--- src/rtl/core/rvmie_pkg.sv ---
// Package for the register VM instruction executor: opcodes, status codes, sizes.
// Depends on nothing; used by rvmie_div and register_vm_instruction_executor.
package rvmie_pkg;
	localparam int NUM_REGS = 16;
	localparam int REG_AW = (NUM_REGS > 1) ? $clog2(NUM_REGS) : 1;

	localparam logic [3:0] OP_NOP = 4'd0;
	localparam logic [3:0] OP_MOV = 4'd1;
	localparam logic [3:0] OP_ADD = 4'd2;
	localparam logic [3:0] OP_SUB = 4'd3;
	localparam logic [3:0] OP_MUL = 4'd4;
	localparam logic [3:0] OP_DIV = 4'd5;
	localparam logic [3:0] OP_EQ = 4'd6;
	localparam logic [3:0] OP_GT = 4'd7;
	localparam logic [3:0] OP_LT = 4'd8;
	localparam logic [3:0] OP_JMP = 4'd9;
	localparam logic [3:0] OP_JZ = 4'd10;
	localparam logic [3:0] OP_RET = 4'd11;
	localparam logic [3:0] OP_HALT = 4'd12;
	localparam logic [3:0] OP_NATIVE = 4'd13;

	localparam logic [7:0] NATIVE_KEY_ONE = 8'd1;
	localparam logic [7:0] NATIVE_KEY_TWO = 8'd2;
	localparam logic [7:0] NATIVE_SLEEP = 8'd3;

	localparam logic [2:0] ST_RUN = 3'd0;
	localparam logic [2:0] ST_HALT = 3'd1;
	localparam logic [2:0] ST_REG = 3'd2;
	localparam logic [2:0] ST_DIV0 = 3'd3;
	localparam logic [2:0] ST_PC = 3'd4;
	localparam logic [2:0] ST_OPC = 3'd5;
	localparam logic [2:0] ST_STEPS = 3'd6;

	localparam logic [1:0] ADDR_REG_COUNT = 2'd0;
	localparam logic [1:0] ADDR_PROG_LEN = 2'd1;
	localparam logic [1:0] ADDR_STEP_BUDGET = 2'd2;

	typedef struct packed {
		logic start;
		logic neg;
		logic [31:0] num;
		logic [31:0] den;
	} div_req_t;
endpackage

--- src/rtl/core/rvmie_ram.sv ---
// Generic single-write, dual-read synchronous RAM with registered read data.
// No dependencies.
module rvmie_ram #(
	parameter int WIDTH = 32,
	parameter int DEPTH = 16
) (
	input logic clk,
	input logic we,
	input logic [((DEPTH > 1) ? $clog2(DEPTH) : 1)-1:0] waddr,
	input logic [WIDTH-1:0] wdata,
	input logic [((DEPTH > 1) ? $clog2(DEPTH) : 1)-1:0] raddr_a,
	input logic [((DEPTH > 1) ? $clog2(DEPTH) : 1)-1:0] raddr_b,
	output logic [WIDTH-1:0] rdata_a,
	output logic [WIDTH-1:0] rdata_b
);
	logic [WIDTH-1:0] mem [DEPTH];

	always_ff @(posedge clk) begin
		if (we) begin
			mem[waddr] <= wdata;
		end
		rdata_a <= mem[raddr_a];
		rdata_b <= mem[raddr_b];
	end
endmodule

--- src/rtl/core/rvmie_div.sv ---
// Radix-2 restoring divider on magnitudes, one quotient bit per cycle.
// Depends on rvmie_pkg.
module rvmie_div (
	input logic clk,
	input logic arst_n,
	input rvmie_pkg::div_req_t req,
	output logic busy,
	output logic done,
	output logic [31:0] quotient
);
	logic [31:0] rem_q, quo_q, den_q;
	logic [5:0] cnt_q;
	logic neg_q, busy_q, done_q;
	logic [32:0] trial;

	assign trial = {rem_q, quo_q[31]} - {1'b0, den_q};

	always_ff @(posedge clk or negedge arst_n) begin
		if (!arst_n) begin
			busy_q <= 1'b0;
			done_q <= 1'b0;
			cnt_q <= '0;
		end else begin
			done_q <= 1'b0;
			if (req.start) begin
				busy_q <= 1'b1;
				cnt_q <= 6'd32;
			end else if (busy_q) begin
				cnt_q <= cnt_q - 6'd1;
				if (cnt_q == 6'd1) begin
					busy_q <= 1'b0;
					done_q <= 1'b1;
				end
			end
		end
	end

	always_ff @(posedge clk) begin
		if (req.start) begin
			rem_q <= '0;
			quo_q <= req.num;
			den_q <= req.den;
			neg_q <= req.neg;
		end else if (busy_q) begin
			if (!trial[32]) begin
				rem_q <= trial[31:0];
				quo_q <= {quo_q[30:0], 1'b1};
			end else begin
				rem_q <= {rem_q[30:0], quo_q[31]};
				quo_q <= {quo_q[30:0], 1'b0};
			end
		end
	end

	assign busy = busy_q;
	assign done = done_q;
	assign quotient = neg_q ? (32'd0 - quo_q) : quo_q;
endmodule

--- src/rtl/core/register_vm_instruction_executor.sv ---
// Register VM executor: one request is one instruction, answered by one result.
// Most results are ready after a register file read, then execute and write back; div
// results also wait for the divider, which produces one quotient bit per cycle.
// A new request is taken only in the idle state, once the previous result has been accepted.
// Depends on rvmie_pkg, rvmie_ram, rvmie_div. Registers sit in a 16-entry RAM cleared by
// a sweep after reset and on each restart, during which no request is taken.
module register_vm_instruction_executor (
	input logic clk,
	input logic arst_n,
	input logic in_valid,
	output logic in_stall,
	input logic restart,
	input logic [3:0] op,
	input logic [7:0] dst_reg,
	input logic [7:0] lhs_reg,
	input logic [7:0] rhs_reg,
	input logic [1:0] imm_mode,
	input logic [7:0] native_kind,
	input logic [15:0] jump_target,
	input logic signed [31:0] immediate,
	input logic key_one,
	input logic key_two,
	output logic out_valid,
	input logic out_stall,
	output logic [15:0] next_pc,
	output logic [2:0] status,
	output logic signed [31:0] return_value,
	output logic sleep_request,
	output logic [30:0] sleep_ms,
	input logic psel,
	input logic penable,
	input logic pwrite,
	input logic [3:0] paddr,
	input logic [31:0] pwdata,
	output logic [31:0] prdata,
	output logic pready
);
	localparam int AW = rvmie_pkg::REG_AW;
	localparam logic [2:0] S_CLEAR = 3'd0;
	localparam logic [2:0] S_IDLE = 3'd1;
	localparam logic [2:0] S_EXEC = 3'd2;
	localparam logic [2:0] S_DIV = 3'd3;
	localparam logic [2:0] S_OUT = 3'd4;

	logic [2:0] state_q;
	logic [AW:0] clr_q;
	logic [4:0] nregs_q;
	logic [15:0] prog_len_q;
	logic [31:0] budget_q;
	logic [15:0] pc_q;
	logic [2:0] stop_q;
	logic [31:0] retv_q, steps_q;
	logic restart_pend_q;

	// Latched instruction
	logic [3:0] op_s1;
	logic [7:0] dst_s1, lhs_s1, rhs_s1, kind_s1;
	logic [1:0] mode_s1;
	logic [15:0] tgt_s1;
	logic [31:0] imm_s1;
	logic k1_s1, k2_s1;

	logic o_slp_q;
	logic [30:0] o_ms_q;

	logic in_acc, wr_acc;
	logic we;
	logic [AW-1:0] waddr;
	logic [31:0] wdata, rd_a, rd_b;
	logic [AW-1:0] ra, rb;
	logic [7:0] lhs, rhs;

	assign in_acc = in_valid && !in_stall;
	assign in_stall = (state_q != S_IDLE);
	assign pready = 1'b1;
	assign wr_acc = psel && penable && pwrite;

	function automatic logic reg_ok(input logic [7:0] r, input logic [4:0] cnt);
		reg_ok = ({1'b0, r} < {4'd0, cnt}) && ({1'b0, r} < 9'(rvmie_pkg::NUM_REGS));
	endfunction

	assign lhs = in_acc ? lhs_reg : lhs_s1;
	assign rhs = in_acc ? rhs_reg : rhs_s1;
	assign ra = lhs[AW-1:0];
	assign rb = rhs[AW-1:0];

	rvmie_ram #(.WIDTH(32), .DEPTH(rvmie_pkg::NUM_REGS)) u_rf (
		.clk(clk), .we(we), .waddr(waddr), .wdata(wdata),
		.raddr_a(ra), .raddr_b(rb), .rdata_a(rd_a), .rdata_b(rd_b)
	);

	// Execute stage decode
	logic [31:0] a_v, b_v, res_v, sleep_v;
	logic dst_ok, lhs_ok, rhs_ok;
	logic [2:0] err;
	logic do_wr, take_jump, is_ret, is_halt, is_sleep, is_div;
	always_comb begin
		dst_ok = reg_ok(dst_s1, nregs_q);
		lhs_ok = reg_ok(lhs_s1, nregs_q);
		rhs_ok = reg_ok(rhs_s1, nregs_q);
		a_v = mode_s1[0] ? imm_s1 : rd_a;
		b_v = mode_s1[1] ? imm_s1 : rd_b;
		sleep_v = mode_s1[1] ? imm_s1 : rd_a;
		err = rvmie_pkg::ST_RUN;
		do_wr = 1'b0;
		take_jump = 1'b0;
		is_ret = 1'b0;
		is_halt = 1'b0;
		is_sleep = 1'b0;
		is_div = 1'b0;
		res_v = '0;
		case (op_s1)
			rvmie_pkg::OP_NOP: begin
			end
			rvmie_pkg::OP_MOV: begin
				res_v = b_v;
				if (!mode_s1[1]) res_v = rd_a;
				if (!dst_ok || (!mode_s1[1] && !lhs_ok)) err = rvmie_pkg::ST_REG;
				do_wr = 1'b1;
			end
			rvmie_pkg::OP_ADD, rvmie_pkg::OP_SUB, rvmie_pkg::OP_MUL,
			rvmie_pkg::OP_DIV, rvmie_pkg::OP_EQ, rvmie_pkg::OP_GT,
			rvmie_pkg::OP_LT: begin
				do_wr = 1'b1;
				if (!dst_ok || (!mode_s1[0] && !lhs_ok) || (!mode_s1[1] && !rhs_ok))
					err = rvmie_pkg::ST_REG;
				else if (op_s1 == rvmie_pkg::OP_DIV && b_v == 32'd0)
					err = rvmie_pkg::ST_DIV0;
				case (op_s1)
					rvmie_pkg::OP_ADD: res_v = a_v + b_v;
					rvmie_pkg::OP_SUB: res_v = a_v - b_v;
					rvmie_pkg::OP_MUL: res_v = a_v * b_v;
					rvmie_pkg::OP_EQ: res_v = {31'd0, a_v == b_v};
					rvmie_pkg::OP_GT: res_v = {31'd0, $signed(a_v) > $signed(b_v)};
					rvmie_pkg::OP_LT: res_v = {31'd0, $signed(a_v) < $signed(b_v)};
					default: res_v = '0;
				endcase
				is_div = (op_s1 == rvmie_pkg::OP_DIV);
			end
			rvmie_pkg::OP_JMP: take_jump = 1'b1;
			rvmie_pkg::OP_JZ: begin
				if (!lhs_ok) err = rvmie_pkg::ST_REG;
				take_jump = (rd_a == 32'd0);
			end
			rvmie_pkg::OP_RET: begin
				is_ret = 1'b1;
				res_v = mode_s1[0] ? imm_s1 : rd_a;
				if (!mode_s1[0] && !lhs_ok) err = rvmie_pkg::ST_REG;
			end
			rvmie_pkg::OP_HALT: is_halt = 1'b1;
			rvmie_pkg::OP_NATIVE: begin
				do_wr = 1'b1;
				if (!dst_ok) err = rvmie_pkg::ST_REG;
				else if (kind_s1 == rvmie_pkg::NATIVE_KEY_ONE) res_v = {31'd0, k1_s1};
				else if (kind_s1 == rvmie_pkg::NATIVE_KEY_TWO) res_v = {31'd0, k2_s1};
				else if (kind_s1 == rvmie_pkg::NATIVE_SLEEP) begin
					is_sleep = 1'b1;
					if (!mode_s1[1] && !lhs_ok) err = rvmie_pkg::ST_REG;
				end else err = rvmie_pkg::ST_OPC;
			end
			default: err = rvmie_pkg::ST_OPC;
		endcase
	end

	rvmie_pkg::div_req_t dreq;
	logic dbusy, ddone;
	logic [31:0] dquo;
	assign dreq.start = (state_q == S_EXEC) && is_div && (err == rvmie_pkg::ST_RUN)
		&& (pc_q < prog_len_q) && (stop_q == rvmie_pkg::ST_RUN);
	assign dreq.neg = a_v[31] ^ b_v[31];
	assign dreq.num = a_v[31] ? (32'd0 - a_v) : a_v;
	assign dreq.den = b_v[31] ? (32'd0 - b_v) : b_v;

	rvmie_div u_div (
		.clk(clk), .arst_n(arst_n), .req(dreq),
		.busy(dbusy), .done(ddone), .quotient(dquo)
	);

	// Commit of a successful step.
	logic ok_exec;
	logic [31:0] steps_n;
	assign ok_exec = (state_q == S_EXEC) && (stop_q == rvmie_pkg::ST_RUN)
		&& (pc_q < prog_len_q) && (err == rvmie_pkg::ST_RUN) && !is_div;
	assign steps_n = (steps_q == 32'hFFFF_FFFF) ? steps_q : steps_q + 32'd1;

	always_comb begin
		we = 1'b0;
		waddr = dst_s1[AW-1:0];
		wdata = is_sleep ? 32'd0 : res_v;
		if (state_q == S_CLEAR) begin
			we = 1'b1;
			waddr = clr_q[AW-1:0];
			wdata = '0;
		end else if (ddone) begin
			we = 1'b1;
			wdata = dquo;
		end else if (ok_exec && do_wr) begin
			we = 1'b1;
		end
	end

	always_ff @(posedge clk or negedge arst_n) begin
		if (!arst_n) begin
			state_q <= S_CLEAR;
			clr_q <= '0;
			nregs_q <= 5'd16;
			prog_len_q <= 16'd1;
			budget_q <= '0;
			pc_q <= '0;
			stop_q <= rvmie_pkg::ST_RUN;
			retv_q <= '0;
			steps_q <= '0;
			o_slp_q <= 1'b0;
			o_ms_q <= '0;
		end else begin
			if (wr_acc) begin
				case (paddr[3:2])
					rvmie_pkg::ADDR_REG_COUNT: nregs_q <= pwdata[4:0];
					rvmie_pkg::ADDR_PROG_LEN: prog_len_q <= pwdata[15:0];
					rvmie_pkg::ADDR_STEP_BUDGET: budget_q <= pwdata;
					default: ;
				endcase
			end
			case (state_q)
				S_CLEAR: begin
					clr_q <= clr_q + 1'b1;
					if (clr_q == (AW+1)'(rvmie_pkg::NUM_REGS - 1)) begin
						state_q <= restart_pend_q ? S_OUT : S_IDLE;
					end
				end
				S_IDLE: begin
					if (in_acc) begin
						if (restart) begin
							pc_q <= '0;
							stop_q <= rvmie_pkg::ST_RUN;
							retv_q <= '0;
							steps_q <= '0;
							o_slp_q <= 1'b0;
							o_ms_q <= '0;
							clr_q <= '0;
							state_q <= S_CLEAR;
						end else begin
							state_q <= S_EXEC;
						end
					end
				end
				S_EXEC: begin
					state_q <= S_OUT;
					o_slp_q <= 1'b0;
					o_ms_q <= '0;
					if (stop_q != rvmie_pkg::ST_RUN) begin
					end else if (pc_q >= prog_len_q) begin
						stop_q <= rvmie_pkg::ST_PC;
					end else if (err != rvmie_pkg::ST_RUN) begin
						stop_q <= err;
					end else if (is_div) begin
						state_q <= S_DIV;
					end else begin
						pc_q <= take_jump ? tgt_s1 : pc_q + 16'd1;
						if (is_ret) retv_q <= res_v;
						if (is_sleep) begin
							o_slp_q <= 1'b1;
							o_ms_q <= sleep_v[31] ? 31'd0 : sleep_v[30:0];
						end
						steps_q <= steps_n;
						if (budget_q != 32'd0 && steps_n > budget_q)
							stop_q <= rvmie_pkg::ST_STEPS;
						else if (is_ret || is_halt)
							stop_q <= rvmie_pkg::ST_HALT;
					end
				end
				S_DIV: begin
					if (ddone) begin
						pc_q <= pc_q + 16'd1;
						steps_q <= steps_n;
						if (budget_q != 32'd0 && steps_n > budget_q)
							stop_q <= rvmie_pkg::ST_STEPS;
						state_q <= S_OUT;
					end
				end
				S_OUT: begin
					if (!out_stall) state_q <= S_IDLE;
				end
				default: state_q <= S_IDLE;
			endcase
		end
	end

	// Restart produces a result once the clearing sweep ends.
	always_ff @(posedge clk or negedge arst_n) begin
		if (!arst_n) begin
			restart_pend_q <= 1'b0;
		end else if (state_q == S_IDLE && in_acc) begin
			restart_pend_q <= restart;
		end
	end

	always_ff @(posedge clk) begin
		if (in_acc) begin
			op_s1 <= op;
			dst_s1 <= dst_reg;
			lhs_s1 <= lhs_reg;
			rhs_s1 <= rhs_reg;
			mode_s1 <= imm_mode;
			kind_s1 <= native_kind;
			tgt_s1 <= jump_target;
			imm_s1 <= immediate;
			k1_s1 <= key_one;
			k2_s1 <= key_two;
		end
	end

	assign out_valid = (state_q == S_OUT);
	assign next_pc = pc_q;
	assign status = stop_q;
	assign return_value = retv_q;
	assign sleep_request = o_slp_q;
	assign sleep_ms = o_ms_q;

	always_comb begin
		case (paddr[3:2])
			rvmie_pkg::ADDR_REG_COUNT: prdata = {27'd0, nregs_q};
			rvmie_pkg::ADDR_PROG_LEN: prdata = {16'd0, prog_len_q};
			rvmie_pkg::ADDR_STEP_BUDGET: prdata = budget_q;
			default: prdata = '0;
		endcase
	end

`ifndef NO_ASSERTIONS
	a_stall_busy: assert property (@(posedge clk) disable iff (!arst_n)
		dbusy |-> in_stall)
		else $error("request accepted during division");
	a_div_done: assert property (@(posedge clk) disable iff (!arst_n)
		ddone |-> (state_q == S_DIV))
		else $error("divider finished outside division state");
	a_sleep_run: assert property (@(posedge clk) disable iff (!arst_n)
		(out_valid && sleep_request) |->
		(status == rvmie_pkg::ST_RUN || status == rvmie_pkg::ST_STEPS))
		else $error("sleep reported with a stop code");
	a_stop_sticky: assert property (@(posedge clk) disable iff (!arst_n)
		($past(stop_q) != rvmie_pkg::ST_RUN && state_q != S_CLEAR
		&& $past(state_q) != S_IDLE) |-> $stable(stop_q))
		else $error("stop code changed while stopped");
`endif
endmodule
--- config.mk ---
export PLATFORM = sky130hd
export DESIGN_NAME = register_vm_instruction_executor
export DESIGN_NICKNAME = d
export VERILOG_FILES = /design/src/rtl/core/rvmie_pkg.sv /design/src/rtl/core/rvmie_ram.sv /design/src/rtl/core/rvmie_div.sv /design/src/rtl/core/register_vm_instruction_executor.sv
export SDC_FILE = /design/constraint.sdc
export NUM_CORES = 2
export LEC_CHECK = 0
export ABC_AREA = 0
export BUFFER_PORTS_ARGS = -buffer_cell sky130_fd_sc_hd__clkbuf_2
export CORE_UTILIZATION = 40
export DETAILED_ROUTE_END_ITERATION = 16
export HOLD_SLACK_MARGIN = 0.1
export PLACE_DENSITY = 0.65
export SYNTH_ARGS = -nofsm -noshare
export SYNTH_HDL_FRONTEND = slang
export SYNTH_SLANG_ARGS = --single-unit
--- constraint.sdc ---
create_clock -name clk -period 20.3 [get_ports clk]
set_input_delay 1.015 -clock clk [delete_from_list [all_inputs] [get_ports clk]]
set_output_delay 1.015 -clock clk [all_outputs]
set_load 0.1 [all_outputs]
==> metrics.md <==
| Metric | Value |
|---|---|
| Status | `complete, but fails checks` |
| Failing checks | `capacitance limit` |
| Clk_lat worst skew | `around 0.75 ns` |
| Setup violators final | `0` |
| Routed Antenna Nets | `0` |
| Final nets | `8,188` |
| CTS max path bufs | `3` |
| Number of iterations in the first detailed-routing pass | `7` |
| CP Capture Type | `flip-flop` |
| Yosys reg bits | `946` |
| Hold_buf cts | `0` |
| CTS Sinks | `946` |
| Fin crit share | `59.53%` |
| Area grow syn2layout | `11.10%` |
| CTS clk-pin slew, worst paths | `0.07 ns` |
| Final instance area | `approximately 0.075 mm²` |
| CTS H-tree depth | `3` |
| Complex-gate fraction of the synthesized area | `roughly an eighth` |
| Pin count of the biggest net entering global routing | `around 170` |
| Hold Path Class | `in -> async` |
| Simple-Gate Fraction of Synth Area | `a little under a fifth` |
| Die ar. | `around 0.17 mm²` |
| Crit Path Category | `reg -> reg` |
| Slew Viols, Final | `0` |
| CTS root buf | `clkbuf_16` |
| Yosys top cell by area | `edfxtp_1` |
| Critical path arrival | `~12 ns` |
| Post-CTS sizing | `0` |
| Top post-synthesis cells by area | `edfxtp_1 29%, fa_1 12%, nand2_1 8.5%` |
| First-pass GRT wire length | `about 370 mm` |
| Fmax | `82.75 MHz` |
| Initial Util | `between 40% and 50%` |
| Slew margin rel. | `roughly 1.8%` |
| Post-synthesis sequential area ratio | `about two fifths` |
| Placed cells | `about 9,500` |
| Total core area | `roughly 0.17 mm²` |
| Slew @ Worst Pin | `between 1 and 1.5 ns` |
| Area after DPL | `slightly above 0.07 mm²` |
| Via Count | `~58,000` |
| Library cells used by synthesis | `between 90 and 100` |
| Synth top cells by count | `1,523 x nand2_1, 657 x edfxtp_1, 579 x nor2_1` |
| Post-CTS setup buffers | `0` |
| Final min period | `approximately 12 ns` |
| Ys flop type | `edfxtp_1` |
| Remaining DRCs | `0` |
| Dpl hpwl | `174.3 mm` |
| CTS tree | `done` |
| GRT overflow | `0` |
| Chip Width | `412.1 µm` |
| Post-synthesis mux area share | `2.446%` |
| Initial drt markers | `8,407` |
| Mean Syn Cell Area | `around 9 µm²` |
| Post-Synth Adder-Cell Area | `roughly 18%` |
| Wire length per cell | `around 26 µm` |
| Largest family of logic cells by synthesized area | `simple AND/OR/NAND/NOR gates` |
| Placer Congestion | `~1.1` |
| CP max FO | `35` |
| CP Launch Type | `flip-flop` |
| Total GRT Usage | `29.24%` |
| Ys Warns | `0` |
| Boundary pin count | `250` |
| Max Cap Viol | `1` |
| Synthesized netlist net count | `between 8,000 and 9,000` |
| Unrepaired setup endpoints after global routing | `false` |
| Post-synthesis cell area | `just under 0.07 mm²` |
| Synth top area share | `between 20% and 30%` |
| Layout cell share with drive strength beyond 1 | `9.621%` |
| Syn Inst Count | `roughly 7,300` |
| EDFF count, synth | `about 660` |
| Req. time, crit path | `20.61 ns` |
| Avg Vias per Cell | `6.028` |
| Vias in the first global route | `between 50,000 and 60,000` |
| Fill count | `roughly 16,000` |
| Most common cell in the netlist | `nand2_1` |
| Final Routed Wirelength | `around 250 mm` |
| Port-buffer cells | `246` |
| Setup TNS | `0 ns` |
| Initial antenna violation count | `12` |
| Setup Skew | `approximately 0.061 ns` |
| Std-Cell Rows | `150` |
| Xor/xnor share of the synthesized area | `~3.2%` |
| Post-Layout Cell Count | `9,654` |
| CTS Buf Count | `102` |
| Die height | `around 410 µm` |
| Final Hold Viols | `0` |
| Ys async rst share | `between 10% and 20%` |
[final cells by class]
type                    count  area (µm²)  share of cell area [%]
multi-input cells        5303       37400                   50.05
flip-flops and latches    946       26450                   35.39
clock buffers             148        2969                   3.973
well taps                2204        2758                   3.690
repair buffers            407        2474                   3.310
inverters                 597        2261                   3.025
clock inverters            41       404.1                  0.5408
diodes                      8       20.02                 0.02679
[through the flow]
step	hold WS, ns	setup slack, ns	utilization [%]
finish	0.2667	8.215	44.74
global route	0.2977	8.041	44.73
CTS	0.2415	8.755	44.73
detailed placement	0.4787	8.813	42.71
global placement	0.4713	8.974	42.71
floorplan	0.4621	11.16	-
[logic make-up after synthesis]
family,count (synthesis)
compound gates,1345
xor+xnor,247
fa+ha+maj,699
buf+inv,1037
flops,946
mux,158
other cells,1
simple gates,2853
[path summary, 6_finish.rpt]
| kind | start | end | slack (ns) | cells past startpoint |
|---|---|---|---|---|
| setup reg to reg | mode_s1[1]$_DFFE_PP_ | u_rf.mem[6][25]$_DFFE_PP_ | 8.21 | 27 |
| hold / removal | arst_n | next_pc[2]$_DFFE_PN0P_ | 0.27 | 1 |
| min in group clk | jump_target[5] | tgt_s1[5]$_DFFE_PP_ | 0.45 | 1 |
| setup / recovery | mode_s1[1]$_DFFE_PP_ | u_rf.mem[6][25]$_DFFE_PP_ | 8.21 | 27 |
| hold reg to reg | sleep_ms[30]$_DFFE_PN0P_ | sleep_ms[30]$_DFFE_PN0P_ | 0.49 | 2 |
| max in group asynchronous | arst_n | sleep_ms[14]$_DFFE_PN0P_ | 18.63 | 2 |
[worst max-delay path, stage by stage (launching register included)]
cell      delay [ns]
edfxtp_1        0.88
buf_4           0.76
mux2i_2         0.27
buf_4           0.40
clkinv_1        0.53
ha_1            0.47
fa_1            0.51
inv_1           0.05
fa_1            0.38
fa_1            0.53
inv_1           0.06
fa_1            0.54
ha_1            0.23
ha_1            0.28
inv_1           0.06
fa_1            0.48
inv_1           0.05
fa_1            0.44
ha_1            0.23
or3_1           0.38
o221a_2         0.24
o21ai_0         0.49
a31oi_1         0.29
a31oi_1         0.67
o21ai_0         0.20
xor2_1          0.66
a211oi_1        0.37
a21oi_1         1.15
[cell usage in the layout (no fill, tap or decap), types with 101 or more instances in the layout]
cell type,count
o21ai_0,186
nand2_1,1522
inv_1,567
buf_4,159
ha_1,288
clkbuf_16,105
a21oi_1,256
dfxtp_1,104
and3_1,227
o21ai_1,120
a211oi_1,102
a31oi_1,171
edfxtp_1,657
nand3_1,199
xnor2_1,191
mux2i_1,101
dfrtp_1,181
nor2_1,562
clkbuf_2,245
fa_1,411
a311oi_1,129
[routing by layer]
metal	routed length, µm	up-vias	track usage (%)
li1	-	25270	-
met1	101600	28590	40.33
met2	109100	3760	43.84
met3	32510	568	7.553
met4	10540	10	11.31
met5	67	-	0
[flip-flops by register name, indices dropped and copies added (netlist names), 6 cells and up]
| signal | cells |
|---|---|
| u_div.den_q | 32 |
| u_div.cnt_q | 6 |
| dst_s1 | 8 |
| steps_q | 32 |
| imm_s1 | 32 |
| lhs_s1 | 8 |
| budget_q | 32 |
| tgt_s1 | 16 |
| u_rf.rdata_b | 32 |
| rhs_s1 | 8 |
| kind_s1 | 8 |
| u_rf.mem | 512 |
| next_pc | 16 |
| prog_len_q | 16 |
| u_div.quo_q | 32 |
| sleep_ms | 31 |
| return_value | 32 |
| u_div.rem_q | 32 |
| u_rf.rdata_a | 32 |
Power is left out: the tool's default activity adds up to more than one toggle a clock period on the data nets, which glitch-free logic cannot reach.
